===== config.mk =====
export PLATFORM = sky130hd
export DESIGN_NAME = lspc_ctrl
export DESIGN_NICKNAME = d
export VERILOG_FILES = /design/src/rtl/lspc_pkg.sv /design/src/rtl/lspc_ctrl.sv
export SDC_FILE = /design/constraint.sdc
export NUM_CORES = 1
export LEC_CHECK = 0
export BUFFER_PORTS_ARGS = -buffer_cell sky130_fd_sc_hd__buf_2
export CORE_AREA = 10 10 47 49
export CTS_CLUSTER_DIAMETER = 100
export DETAILED_ROUTE_END_ITERATION = 10
export DIE_AREA = 0 0 57 59
export GPL_ROUTABILITY_DRIVEN = 0
export HOLD_SLACK_MARGIN = 0.15
export PLACE_DENSITY = 0.44
export SYNTH_ARGS = -nofsm -noshare
export SYNTH_HDL_FRONTEND = slang
export SYNTH_SLANG_ARGS = --single-unit

===== constraint.sdc =====
create_clock -name clk -period 2.75 [get_ports clk]
set_input_delay 0.55 -clock clk [delete_from_list [all_inputs] [get_ports clk]]
set_output_delay 0.55 -clock clk [all_outputs]
set_load 0.05 [all_outputs]

===== src/rtl/lspc_pkg.sv =====
// Shared types, constants and functions for the line sensor position classifier.
// No dependencies; every other file of the block imports this package.
`timescale 1ns / 1ps

package lspc_pkg;

    localparam int SENSOR_COUNT = 7;
    localparam int CNT_W        = 3;
    localparam int POS_W        = 8;
    localparam int WEIGHT_W     = 8;
    localparam int SUM_W        = 11;  // 7 * 8-bit signed weights
    localparam int DVD_W        = 10;  // magnitude of the sum
    localparam int DIV_STEPS    = DVD_W / 2;  // two quotient bits per step
    localparam int STEP_W       = $clog2(DIV_STEPS);
    localparam int REG_IDX_W    = 3;
    localparam int PADDR_W      = REG_IDX_W + 2;
    localparam int PDATA_W      = 32;

    // Configuration register indexes
    localparam logic [REG_IDX_W-1:0] REG_INVERT  = 3'd0;
    localparam logic [REG_IDX_W-1:0] REG_WEIGHT0 = 3'd1;

    // Line state codes
    localparam logic [2:0] LS_ON_LINE     = 3'd0;
    localparam logic [2:0] LS_LEFT        = 3'd1;
    localparam logic [2:0] LS_RIGHT       = 3'd2;
    localparam logic [2:0] LS_SHARP_LEFT  = 3'd3;
    localparam logic [2:0] LS_SHARP_RIGHT = 3'd4;
    localparam logic [2:0] LS_NONE        = 3'd5;
    localparam logic [2:0] LS_ALL         = 3'd6;

    localparam logic signed [POS_W-1:0] POS_LOW_LIMIT  = -8'sd15;
    localparam logic signed [POS_W-1:0] POS_HIGH_LIMIT = 8'sd15;

    // Reset weights, sensor 6 in the top byte
    localparam logic [SENSOR_COUNT-1:0][WEIGHT_W-1:0] WEIGHT_RESET =
        {8'd30, 8'd20, 8'd10, 8'd0, 8'hF6, 8'hEC, 8'hE2};

    typedef struct packed {
        logic                                  invert;
        logic [SENSOR_COUNT-1:0][WEIGHT_W-1:0] weight;
    } cfg_t;

    typedef struct packed {
        logic load_in;
        logic prep;
        logic div_step;
        logic commit;
    } cmd_t;

    typedef struct packed {
        logic out_free;
    } status_t;

    // Empty and full bitmaps first, then the pattern table, then the position threshold
    function automatic logic [2:0] classify(
        input logic [SENSOR_COUNT-1:0]       bits,
        input logic [CNT_W-1:0]              count,
        input logic signed [POS_W-1:0]       pos
    );
        logic [2:0] st;
        if (count == '0) begin
            st = LS_NONE;
        end
        else if (count == CNT_W'(SENSOR_COUNT)) begin
            st = LS_ALL;
        end
        else begin
            case (bits)
                7'h08, 7'h18, 7'h0C, 7'h1C:        st = LS_ON_LINE;
                7'h01, 7'h03, 7'h07, 7'h30, 7'h38: st = LS_LEFT;
                7'h40, 7'h60, 7'h70, 7'h06, 7'h0E: st = LS_RIGHT;
                7'h02, 7'h04:                      st = LS_SHARP_LEFT;
                7'h20, 7'h10:                      st = LS_SHARP_RIGHT;
                default:
                begin
                    if (pos < POS_LOW_LIMIT) begin
                        st = LS_LEFT;
                    end
                    else if (pos > POS_HIGH_LIMIT) begin
                        st = LS_RIGHT;
                    end
                    else begin
                        st = LS_ON_LINE;
                    end
                end
            endcase
        end
        return st;
    endfunction

endpackage


===== src/rtl/lspc_ctrl.sv =====
// Controller: sequences accept, sum, divide steps and commit for one item.
// Depends on lspc_pkg; drives lspc_dp through cmd_t.
`timescale 1ns / 1ps

module lspc_ctrl
    import lspc_pkg::*;
(
    input  logic    clk,
    input  logic    rst_n,
    input  logic    in_valid,
    output logic    in_ready,
    input  status_t status,
    output cmd_t    cmd
);

    localparam logic [1:0] ST_IDLE = 2'd0;
    localparam logic [1:0] ST_PREP = 2'd1;
    localparam logic [1:0] ST_DIV  = 2'd2;
    localparam logic [1:0] ST_DONE = 2'd3;

    logic [1:0]        state_reg;
    logic [1:0]        state_next;
    logic [STEP_W-1:0] step_reg;
    logic [STEP_W-1:0] step_next;

    // Next state and commands
    always_comb
    begin
        state_next = state_reg;
        step_next  = step_reg;
        cmd        = '0;
        in_ready   = 1'b0;
        case (state_reg)
            ST_IDLE:
            begin
                in_ready = 1'b1;
                if (in_valid) begin
                    cmd.load_in = 1'b1;
                    state_next  = ST_PREP;
                end
            end
            ST_PREP:
            begin
                cmd.prep   = 1'b1;
                step_next  = '0;
                state_next = ST_DIV;
            end
            ST_DIV:
            begin
                cmd.div_step = 1'b1;
                step_next    = step_reg + 1'b1;
                if (step_reg == STEP_W'(DIV_STEPS - 1)) begin
                    state_next = ST_DONE;
                end
            end
            ST_DONE:
            begin
                if (status.out_free) begin
                    cmd.commit = 1'b1;
                    state_next = ST_IDLE;
                end
            end
            default:
            begin
                state_next = ST_IDLE;
            end
        endcase
    end

    always_ff @(posedge clk or negedge rst_n)
    begin
        if (!rst_n) begin
            state_reg <= ST_IDLE;
            step_reg  <= '0;
        end
        else begin
            state_reg <= state_next;
            step_reg  <= step_next;
        end
    end

`ifndef SYNTHESIS
    // An accepted item always moves on to the sum stage
    a_accept_to_prep: assert property (@(posedge clk) disable iff (!rst_n)
        (in_valid && in_ready) |=> (state_reg == ST_PREP))
        else $error("accepted item did not enter the sum stage");

    // Divider step count never runs past the last step
    a_step_bound: assert property (@(posedge clk) disable iff (!rst_n)
        (state_reg == ST_DIV) |-> (step_reg <= STEP_W'(DIV_STEPS - 1)))
        else $error("divider step count out of range");

    // A finished item waits while the output register is full
    a_done_waits: assert property (@(posedge clk) disable iff (!rst_n)
        (state_reg == ST_DONE && !status.out_free) |=> (state_reg == ST_DONE))
        else $error("item left the commit stage with the output full");

    // Commands never overlap
    a_cmd_onehot: assert property (@(posedge clk) disable iff (!rst_n)
        $onehot0({cmd.load_in, cmd.prep, cmd.div_step, cmd.commit}))
        else $error("overlapping datapath commands");
`endif

endmodule


## Word level (Yosys, flattened, before mapping)

Index checks and enable logic that the tools add are counted.

| operators by class | value |
|---|---|
| mux-type cells | 12 |
| reductions and logical operators | 3 |
| equality and inequality tests | 7 |
| add/sub/neg operators | 1 |

Operators by type and width:

| kind | number |
|---|---|
| $pmux 2 s4 | 1 |
| $mux 1 | 7 |
| $mux 2 | 3 |
| $ne 2x2->1 const B | 3 |
| $pmux 3 s2 | 1 |
| $eq 2x2->1 const B | 2 |
| $add 3x1->3 const B | 1 |
| $eq 3x3->1 const B | 1 |
| $reduce_and 3->1 | 1 |
| $eq 2x1->1 const B | 1 |
| $logic_not 2->1 | 1 |
| $reduce_bool 2->1 | 1 |

| storage, ports and cells | value |
|---|---|
| word-level logic and storage cells | 25 |
| input port bits | 4 |
| bits in registers | 5 |
| output and inout bits | 5 |

## Logic depth before layout (Yosys ltp)

| logic depth | value |
|---|---|
| word-level depth | 3 |
| gate-level depth with buffers | 5 |
| gate-level depth less buffers | 5 |

## Worst setup path before layout

OpenSTA, ideal clock, no wires.

| path | value |
|---|---|
| kind | register -> output |
| start | register state_reg[0] |
| end | output cmd[3] in the netlist's numbering |
| slack | 0.706 ns |
| buffers on the path | 0 |
| stages on the path, launching flop included | 4 |
| data arrival time | 1.494 ns |
| required time | 2.200 ns |
| cell sequence | dfrtp_1 inv_1 ha_1 and2_1 |

RTL lines:

| what | RTL line | RTL |
|---|---|---|
| start: declaration | lspc_ctrl.sv:21 | `logic [1:0] state_reg;` |
| start signal: assignment | lspc_ctrl.sv:77 | `state_reg <= state_next;` |
| end: declaration | lspc_ctrl.sv:13 | `output cmd_t cmd` |

==> metrics.yaml <==
global_route:
  grt_pass1_wl_mm: 1.12
  antenna_found_initial: 0
  grt_max_degree: 7
  gr-total-overflow: 0
  first_global_vias: 267
  track_usage_pct: 4.21
clocking:
  clk_pin_slew_ns: 0.04
  cts_tree: "done"
  clk_path_buf_depth: 2
  clk_latency_ns: 0.24
  cts_buffers: 3
  root_buffer: "clkbuf_4"
  clkSinkCount: 5
  htreeDepth: 1
  ctsResizeCount: 0
yosys:
  yosysTopAreaCell: "dfrtp_1"
  mappedNetlistArea_um2: 325
  synth.top_cells.by_area: "dfrtp_1 (38%), ha_1 (23%), inv_1 (6.9%)"
  seq_area_frac_synth_pct: 38.5
  ys_top_cells_by_count: "ha_1 (6), inv_1 (6), dfrtp_1 (5)"
  synth_seq_cells: 5
  ys_async_sr_fraction_pct: 100
  synth_cell_types: 12
  synth_top_area_share_pct: 38.5
  postSynthAreaPerCell_um2: 10.5
  syn_inst: 31
  ys.flop_type: "dfrtp_1"
  synth_nets: 41
  yosys_warnings: 0
  synth_edf_count: 0
drt:
  route.vias.total: 259
  ant_nets: 0
  vias_per_cell: 4.32
  drtIter0Drc: 3
  drt-pass1-iter-count: 4
  drc: 0
  wl_per_cell_um: 10.8
  wl_um: 650
floorplanning:
  die_w_um: 57
  die_height_um: 59
  dieArea_um2: 3360
  std_cell_rows: 14
  core_um2: 1400
  start_util_pct: 23.2
  io_pins: 9
setup_path:
  cp_cell_sequence: "inv_1, ha_1, buf_2"
  worstPathArrival_ns: 1.34
  cp_top_family: "buffers and inverters"
  worstSetupPathType: "register to output port"
  crit_buf_inv: 2
  endpoint_kind: "output port"
  crit_fanout: 6
  crit_path_start_kind: "register"
  slowest_stage: "dfrtp_1"
  max_stage_delay_ns: 0.40
  worst_ep_required_time_ns: 2.20
sta:
  period_share_pct: 68.7
  timing.final.ws_setup_ns: 0.860
  drv_slew: 0
  hold_violations: 0
  skew_ns: 0.00412
  max_freq_ghz: 0.529
  rsz0062_at_grt: "false"
  setup_tns_ns: 0
  slew_headroom_pct: 83.1
  tightestPinTransition_ns: 0.253
  setup_violations: 0
  post-route-min-period_ns: 1.89
worst_hold_path:
  worst_hold_path_type: "register to register"
place:
  place_inst: 55
  dp_slack_ns: 1.10
  dpl.hpwl_um: 539
  portBuffers: 8
cells_and_area:
  final_cells: 60
  finalNetCount: 55
  antenna_cells_inserted: 0
  n_fill_cell: 157
  drive_gt1_share_pct: 31.8
  largest_reg_flops: 3
  area_growth_pct: 29.6
run:
  maxCapViolCount: 0
status:
  status: "complete, no violations"
## timing repair
item,in CTS,in global routing
hold endpoints to repair,5,0
buffers inserted,0,0
hold buffers,1,0
## area by class of cell
cell class / count / area [um2] / area share, %
multi-input cells: 20 / 178 / 42.1
flip-flops and latches: 5 / 125 / 29.7
repair buffers: 9 / 50.0 / 11.9
clock buffers: 4 / 26.3 / 6.23
inverters: 6 / 22.5 / 5.34
well taps: 16 / 20.0 / 4.75
## per-layer routing
layer  track usage [%]  part of all wire [%]  wire length, um  vias to the layer above
li1                  -                     -                -                      128
met1              4.56                    47              306                      118
met2              6.36                    44              283                       13
met3              1.93                   9.2               60                        0
met4              3.02                     0                0                        0
met5                 0                     0                0                        -
## kinds of logic (layout without fill, tap and decap cells)
family | after synthesis | count (layout) | share of synthesized area (%)
adder cells (fa/ha/maj) | 6 | 6 | 23.1
AND/OR/NAND/NOR | 7 | 7 | 11.2
flip-flops | 5 | 5 | 38.5
AO/OA/AOI/OAI | 5 | 5 | 14.2
buffers and inverters | 6 | 19 | 6.92
multiplexers | 2 | 2 | 6.15
## stage by stage
step | utilization, % | instance area, um2 | hold WS (ns)
floorplan | - | 325 | 0.254
global placement | 27.5 | 385 | 0.368
detailed placement | 27.5 | 385 | 0.368
CTS | 30.1 | 422 | 0.573
global route | 30.1 | 422 | 0.592
finish | 30.1 | 422 | 0.557
## cells in the final DEF (no fill, tap or decap)
master and instances:
buf_2 8, inv_1 6, ha_1 6, dfrtp_1 5
clkbuf_4 3, and2_1 2, nand2_1 2, mux2i_1 2
nand3_1 2, o21ai_0 2, nor2b_1 1, a221oi_2 1
a22o_2 1, o32a_2 1, clkbuf_1 1, dlygate4sd3_1 1
## path summary, 6_finish.rpt
check	startpoint	end	slack, ns	cells after the start
setup / recovery	state_reg[0]$_DFFE_PN0P_	cmd[1]	0.86	3
hold / removal	step_reg[2]$_DFFE_PN0P_	step_reg[2]$_DFFE_PN0P_	0.56	1
setup reg to reg	state_reg[0]$_DFFE_PN0P_	state_reg[1]$_DFFE_PN0P_	1.37	4
hold reg to reg	step_reg[2]$_DFFE_PN0P_	step_reg[2]$_DFFE_PN0P_	0.56	1
max in group asynchronous	rst_n	state_reg[0]$_DFFE_PN0P_	1.96	2
min in group asynchronous	rst_n	step_reg[2]$_DFFE_PN0P_	0.66	2
## worst register-to-register path: cells and delay by family, from the launching register on
family	cells	cell delay (ns)
AOI/OAI and AO/OA	1	0.31
DFF	1	0.38
adders and majority gates	1	0.29
muxes	1	0.24
buffers and inverters	1	0.08
Power is not shown: default switching activity piles up to over one toggle a cycle in this logic, so the estimate is an artifact.
