$ cat src/rtl/lspc_pkg.sv
// Shared types, constants and functions for the line sensor position classifier.
// No dependencies; every other file of the block imports this package.
`timescale 1ns / 1ps

package lspc_pkg;

    localparam int SENSOR_COUNT = 7;
    localparam int CNT_W        = 3;
    localparam int POS_W        = 8;
    localparam int WEIGHT_W     = 8;
    localparam int SUM_W        = 11;  // 7 * 8-bit signed weights
    localparam int DVD_W        = 10;  // magnitude of the sum
    localparam int DIV_STEPS    = DVD_W / 2;  // two quotient bits per step
    localparam int STEP_W       = $clog2(DIV_STEPS);
    localparam int REG_IDX_W    = 3;
    localparam int PADDR_W      = REG_IDX_W + 2;
    localparam int PDATA_W      = 32;

    // Configuration register indexes
    localparam logic [REG_IDX_W-1:0] REG_INVERT  = 3'd0;
    localparam logic [REG_IDX_W-1:0] REG_WEIGHT0 = 3'd1;

    // Line state codes
    localparam logic [2:0] LS_ON_LINE     = 3'd0;
    localparam logic [2:0] LS_LEFT        = 3'd1;
    localparam logic [2:0] LS_RIGHT       = 3'd2;
    localparam logic [2:0] LS_SHARP_LEFT  = 3'd3;
    localparam logic [2:0] LS_SHARP_RIGHT = 3'd4;
    localparam logic [2:0] LS_NONE        = 3'd5;
    localparam logic [2:0] LS_ALL         = 3'd6;

    localparam logic signed [POS_W-1:0] POS_LOW_LIMIT  = -8'sd15;
    localparam logic signed [POS_W-1:0] POS_HIGH_LIMIT = 8'sd15;

    // Reset weights, sensor 6 in the top byte
    localparam logic [SENSOR_COUNT-1:0][WEIGHT_W-1:0] WEIGHT_RESET =
        {8'd30, 8'd20, 8'd10, 8'd0, 8'hF6, 8'hEC, 8'hE2};

    typedef struct packed {
        logic                                  invert;
        logic [SENSOR_COUNT-1:0][WEIGHT_W-1:0] weight;
    } cfg_t;

    typedef struct packed {
        logic load_in;
        logic prep;
        logic div_step;
        logic commit;
    } cmd_t;

    typedef struct packed {
        logic out_free;
    } status_t;

    // Empty and full bitmaps first, then the pattern table, then the position threshold
    function automatic logic [2:0] classify(
        input logic [SENSOR_COUNT-1:0]       bits,
        input logic [CNT_W-1:0]              count,
        input logic signed [POS_W-1:0]       pos
    );
        logic [2:0] st;
        if (count == '0) begin
            st = LS_NONE;
        end
        else if (count == CNT_W'(SENSOR_COUNT)) begin
            st = LS_ALL;
        end
        else begin
            case (bits)
                7'h08, 7'h18, 7'h0C, 7'h1C:        st = LS_ON_LINE;
                7'h01, 7'h03, 7'h07, 7'h30, 7'h38: st = LS_LEFT;
                7'h40, 7'h60, 7'h70, 7'h06, 7'h0E: st = LS_RIGHT;
                7'h02, 7'h04:                      st = LS_SHARP_LEFT;
                7'h20, 7'h10:                      st = LS_SHARP_RIGHT;
                default:
                begin
                    if (pos < POS_LOW_LIMIT) begin
                        st = LS_LEFT;
                    end
                    else if (pos > POS_HIGH_LIMIT) begin
                        st = LS_RIGHT;
                    end
                    else begin
                        st = LS_ON_LINE;
                    end
                end
            endcase
        end
        return st;
    endfunction

endpackage

$ cat src/rtl/lspc_regs.sv
// APB-style configuration registers: inversion flag and seven sensor weights.
// Depends on lspc_pkg.
`timescale 1ns / 1ps

module lspc_regs
    import lspc_pkg::*;
(
    input  logic               clk,
    input  logic               rst_n,
    input  logic               psel,
    input  logic               penable,
    input  logic               pwrite,
    input  logic [PADDR_W-1:0] paddr,
    input  logic [PDATA_W-1:0] pwdata,
    output logic [PDATA_W-1:0] prdata,
    output logic               pready,
    output cfg_t               cfg
);

    logic                                  invert_reg;
    logic [SENSOR_COUNT-1:0][WEIGHT_W-1:0] weight_reg;
    logic [REG_IDX_W-1:0]                  idx;
    logic [REG_IDX_W-1:0]                  widx;
    logic                                  wr_en;

    assign pready = 1'b1;
    assign idx    = paddr[PADDR_W-1:2];
    assign widx   = idx - REG_WEIGHT0;
    assign wr_en  = psel && penable && pwrite && pready;

    // Write the addressed register
    always_ff @(posedge clk or negedge rst_n)
    begin
        if (!rst_n) begin
            invert_reg <= 1'b0;
            weight_reg <= WEIGHT_RESET;
        end
        else if (wr_en) begin
            case (idx)
                REG_INVERT: invert_reg <= pwdata[0];
                default:    weight_reg[widx] <= pwdata[WEIGHT_W-1:0];
            endcase
        end
    end

    // Read back the addressed register
    always_comb
    begin
        case (idx)
            REG_INVERT: prdata = {{(PDATA_W-1){1'b0}}, invert_reg};
            default:    prdata = {{(PDATA_W-WEIGHT_W){1'b0}}, weight_reg[widx]};
        endcase
    end

    assign cfg.invert = invert_reg;
    assign cfg.weight = weight_reg;

endmodule

$ cat config.mk
export PLATFORM = sky130hd
export DESIGN_NAME = lspc_regs
export DESIGN_NICKNAME = d
export VERILOG_FILES = /design/src/rtl/lspc_pkg.sv /design/src/rtl/lspc_regs.sv
export SDC_FILE = /design/constraint.sdc
export NUM_CORES = 1
export LEC_CHECK = 0
export ABC_AREA = 0
export BUFFER_PORTS_ARGS = -buffer_cell sky130_fd_sc_hd__buf_2
export CORE_MARGIN = 2
export CORE_UTILIZATION = 29
export CTS_CLUSTER_SIZE = 16
export DETAILED_ROUTE_END_ITERATION = 8
export PLACE_DENSITY_LB_ADDON = 0.15
export SYNTH_ARGS = -nofsm -noshare
export SYNTH_HDL_FRONTEND = slang
export SYNTH_SLANG_ARGS = --single-unit
$ cat constraint.sdc
create_clock -name clk -period 2.9 [get_ports clk]
set_clock_uncertainty 0.15 [all_clocks]
set_input_delay 0.58 -clock clk [delete_from_list [all_inputs] [get_ports clk]]
set_output_delay 0.58 -clock clk [all_outputs]
set_load 0.05 [all_outputs]
======== Yosys cells after proc, flatten, opt, wreduce, memory -nomap -nowiden ========
Cells that the tools add are included.
word-level totals
  flip-flop bits (word level) ............. 57
  output and inout port bits .............. 90
  word-level logic and storage cells ...... 24
operators by class
  $add $sub $neg .......................... 1
  order comparisons ....................... 2
  muxes and demuxes ....................... 6
  bitwise operators ....................... 1
  reduce and logical (&&, ||, !) cells .... 6
operators by type and width
  kind                 count
  $bwmux 56            1
  $bmux 8 s3           1
  $demux 8 s3          1
  $mux 8               3
  $lt 3x4->1 const B   1
  $reduce_and 2->1     2
  $ge 3x1->1 const B   1
  $logic_and 1x1->1    3
  $logic_not 3->1      1
  $sub 3x1->3 const B  1
  $not 1->1            1

======== Depth between registers and ports, before layout ========
  depth in word-level cells ............... 6
  depth in mapped cells ................... 8
  mapped depth without buffers ............ 6

======== Least setup slack after synthesis ========
No wires, ideal clock.
  kind .................................... input -> output
  start ................................... in paddr[2]
  end ..................................... out prdata[6]
  data arrival time ....................... 2829 ps
  required time ........................... 2170 ps
  setup slack ............................. -659 ps
  cell stages on the path ................. 7
  path buffers ............................ 2
  cell sequence ........................... buf_6 inv_4 ha_1 clkbuf_1 nor2b_1 a221oi_1 nor3_1
between the ends
  longest elaborated chain between the ends .. 4
ends and longest elaborated chain
  element                       RTL line         source
  start, declared               lspc_regs.sv:13  input logic [PADDR_W-1:0] paddr,
  $sub 3x1->3                   lspc_regs.sv:28  assign widx = idx - REG_WEIGHT0;
  $bmux 8 s3                    lspc_regs.sv:51  default: prdata = {{(PDATA_W-WEIGHT_W){1'b0}}, weight_reg[widx]};
  $mux 8 (not written as such)  lspc_regs.sv:51
  $mux 8 *                      lspc_regs.sv:49  case (idx)
  end, declared                 lspc_regs.sv:15  output logic [PDATA_W-1:0] prdata,
Every way passes the cells marked *; elsewhere a longest branch is shown, timed or not. The select of a mux whose other input is x is not followed.

======== Worst setup path in the final report ========
  start ................................... in paddr[2]
  end ..................................... out prdata[1]
The elaborated chain is that of the path after synthesis.

==> impl_metrics.yaml <==
run_status:
  outcome: "complete, no violations"
clock_tree:
  number_of_h_tree_levels: 3
  clkLatencyLatePin_ps: 330
  root_buffer_master: "sky130_fd_sc_hd__clkbuf_8"
  tritoncts: "done"
  holdBufCountCts: 0
  cts_max_path_buffers: 2
  cts_inserted_buffers: 9
  clk_pin_slew_worst_paths_ps: 70
  clock-sinks: 57
drt:
  drt_pre_antenna_iters: 4
  drcViolationCount: 0
  num_vias: 2223
  wl_per_cell_microns: 17.15
  detail_route.wirelength_microns: 8370
  routed_via_density: 4.555
  route.antenna.remaining_nets: 0
  detailedRoute.firstIterationViolations: 107
final_layout:
  layout-area-overhead-vs-synth_pct: 33.74
  utilization_pct: 39.81
  largest_register_ffs: 56
  drive_gt1_share_pct: 67.05
  design.final.nets: 393
  num_antenna_cells: 0
  nFillCells: 1037
  fin_area_sq_um: 4091
global_route:
  grt_first_pass_wirelength_microns: 13030
  first_global_vias: 2246
  gr-usage-met1_pct: 21.61
  use_met2_pct: 22.61
  grt.overflow.total: 0
  grt_max_degree: 35
  grt_usage_pct: 15.58
  antenna_found_initial: 0
  globalRouteMet3Util_pct: 4.620
  grt.busiest_layer: "met2"
synthesis:
  synthesis.area_sq_um: 3059
  ys.warnings.count: 0
  synth_area_leader_cell: "sky130_fd_sc_hd__dfrtp_1"
  asyncSetResetFlopFracSynth_pct: 100.0
  syn-instance-count: 235
  synth_top_cells_by_area: "sky130_fd_sc_hd__dfrtp_1, sky130_fd_sc_hd__dfstp_2, sky130_fd_sc_hd__mux2_2"
  synth_register_bits: 57
  synthDominantCellAreaShare_pct: 27.81
  synthesis.area_per_instance_sq_um: 13.02
  synth_sequential_area_ratio_pct: 47.57
  synth_edf_count: 0
  most_frequent_cell_after_synthesis: "sky130_fd_sc_hd__mux2_2"
  dominantRegCellSynth: "sky130_fd_sc_hd__dfrtp_1"
  synth_top_cells_by_count: "sky130_fd_sc_hd__mux2_2, sky130_fd_sc_hd__dfrtp_1, sky130_fd_sc_hd__buf_4"
  distinct_cell_type_count_of_the_synthesized_netlist: 37
sta:
  holdWs_ps: 91.04
  timing.final.hold_violations: 0
  setup_violations: 0
  timing.final.max_slew_violations: 0
  slew_headroom_pct: 61.20
  worstMarginPinSlew_ps: 582.0
  final_min_period_over_clock_period_pct: 98.37
  finalWorstPathRequiredPeriod_ps: 2853
  fmaxAchievable_mhz: 350.6
  grt_setup_unrepaired: "false"
critical_path:
  crit_path_max_fanout: 11
  cp.arrival_ps: 2120
  reg2reg_from: "cfg[24]"
  critPathKind: "in2out"
  worstSetupEndpointType: "output pin"
  timing.critical_path.from: "paddr[2]"
  startpoint_type: "primary input"
  critical_path_required_ps: 2170
placed_design:
  place.gp.congestion: 0.7502
  postPlaceCellArea_sq_um: 3815
  buffer_ports.inserted: 80
  dpl.hpwl_microns: 6127
hold_path:
  hp-class: "in2async"
floorplanning:
  die_height_microns: 106.7
  initial_core_util_pct: 29.77
  ioPinCount: 132
  die_width_microns: 106.7
  core-area_sq_um: 10280
  floorplan.die_area_sq_um: 11390
  num_rows: 37
pwr:
  peakVddDrop_mv: 0.3747
  power.density_nw_per_um2: 865.3
  cellLeakagePower_nw: 2.046
flow_run:
  max_cap_violations: 0
layout make-up:
type | instances | area [sq um] | area share (%)
Multi-Input combinational cell | 163 | 1539 | 37.61
Sequential cell | 57 | 1455 | 35.57
Timing Repair Buffer | 115 | 730.7 | 17.86
Tap cell | 136 | 170.2 | 4.159
Clock buffer | 10 | 137.6 | 3.364
Clock inverter | 4 | 45.04 | 1.101
Inverter | 3 | 13.76 | 0.3364
power breakdown:
part           switching, mW  total [mW]  internal (mW)
Clock                  0.314       0.720          0.406
Combinational           1.13        1.62          0.485
Sequential             0.159        1.20           1.05
Total                   1.60        3.54           1.94
layer usage:
metal  share of wire, %  up-vias
met4                1.8        0
met5                  0        -
met1                 47     1100
met2                 45       90
li1                   -     1023
met3                6.1       10
critical path: stages:
cell and delay, ps:
sky130_fd_sc_hd__buf_4 130, sky130_fd_sc_hd__inv_4 80, sky130_fd_sc_hd__ha_4 220, sky130_fd_sc_hd__buf_4 130, sky130_fd_sc_hd__buf_4 170, sky130_fd_sc_hd__nor3_1 240
sky130_fd_sc_hd__buf_4 180, sky130_fd_sc_hd__a211o_1 120, sky130_fd_sc_hd__buf_2 260
final timing paths:
path                       depth (start not counted)  slack (ps)         to
max in group asynchronous                          2        1850    cfg[22]
hold / removal                                     1          90    cfg[27]
hold reg to reg                                    1         380    cfg[28]
setup / recovery                                   9          50  prdata[1]
setup reg to reg                                   1        1940    cfg[24]
min in group clk                                   1         380    cfg[28]
per-stage QoR:
| stage | setup TNS (ps) | std cells | total power, mW | setup slack [ps] |
|---|---|---|---|---|
| 4_1_cts | -3.464 | 488 | 3.556 | -3.464 |
| 3_3_place_gp | -499.6 | 474 | 2.795 | -117.9 |
| 3_5_place_dp | -523.2 | 474 | 2.806 | -146.7 |
| 5_1_grt | 0 | 488 | 3.710 | 15.79 |
| 6_report | 0 | 488 | 3.540 | 47.41 |
| 2_1_floorplan | 0 | 258 | 2.440 | 20.24 |
layout by cell type (no fill, tap or decap), types with 7 or more instances in the layout:
cell,Yosys,layout
sky130_fd_sc_hd__buf_2,3,74
sky130_fd_sc_hd__mux2_2,45,45
sky130_fd_sc_hd__dfrtp_1,34,34
sky130_fd_sc_hd__buf_4,27,33
sky130_fd_sc_hd__conb_1,2,25
sky130_fd_sc_hd__dfstp_2,23,23
sky130_fd_sc_hd__mux2_4,16,16
sky130_fd_sc_hd__nand2_1,12,12
sky130_fd_sc_hd__clkbuf_8,0,10
sky130_fd_sc_hd__mux2i_1,7,7
logic make-up (layout without fill, tap and decap cells):
| group | Yosys count | after routing | share of synthesized area, % |
|---|---|---|---|
| muxes | 72 | 72 | 29.90 |
| AOI/OAI and AO/OA | 20 | 20 | 4.581 |
| and+or+nand+nor | 42 | 42 | 7.403 |
| adders and majority gates | 2 | 2 | 0.8179 |
| other | 2 | 25 | 0.2455 |
| buffers and inverters | 38 | 132 | 8.916 |
| DFF | 57 | 57 | 47.57 |
| xor gates and xnor gates | 2 | 2 | 0.5727 |
repair_timing:
item,in CTS,in global routing
gates resized for setup,10,10
pin swaps,0,1
setup buffers,0,0
endpoints found under the setup margin,8,5
hold endpoints to repair,0,0
(Power assumes the default switching activity.)
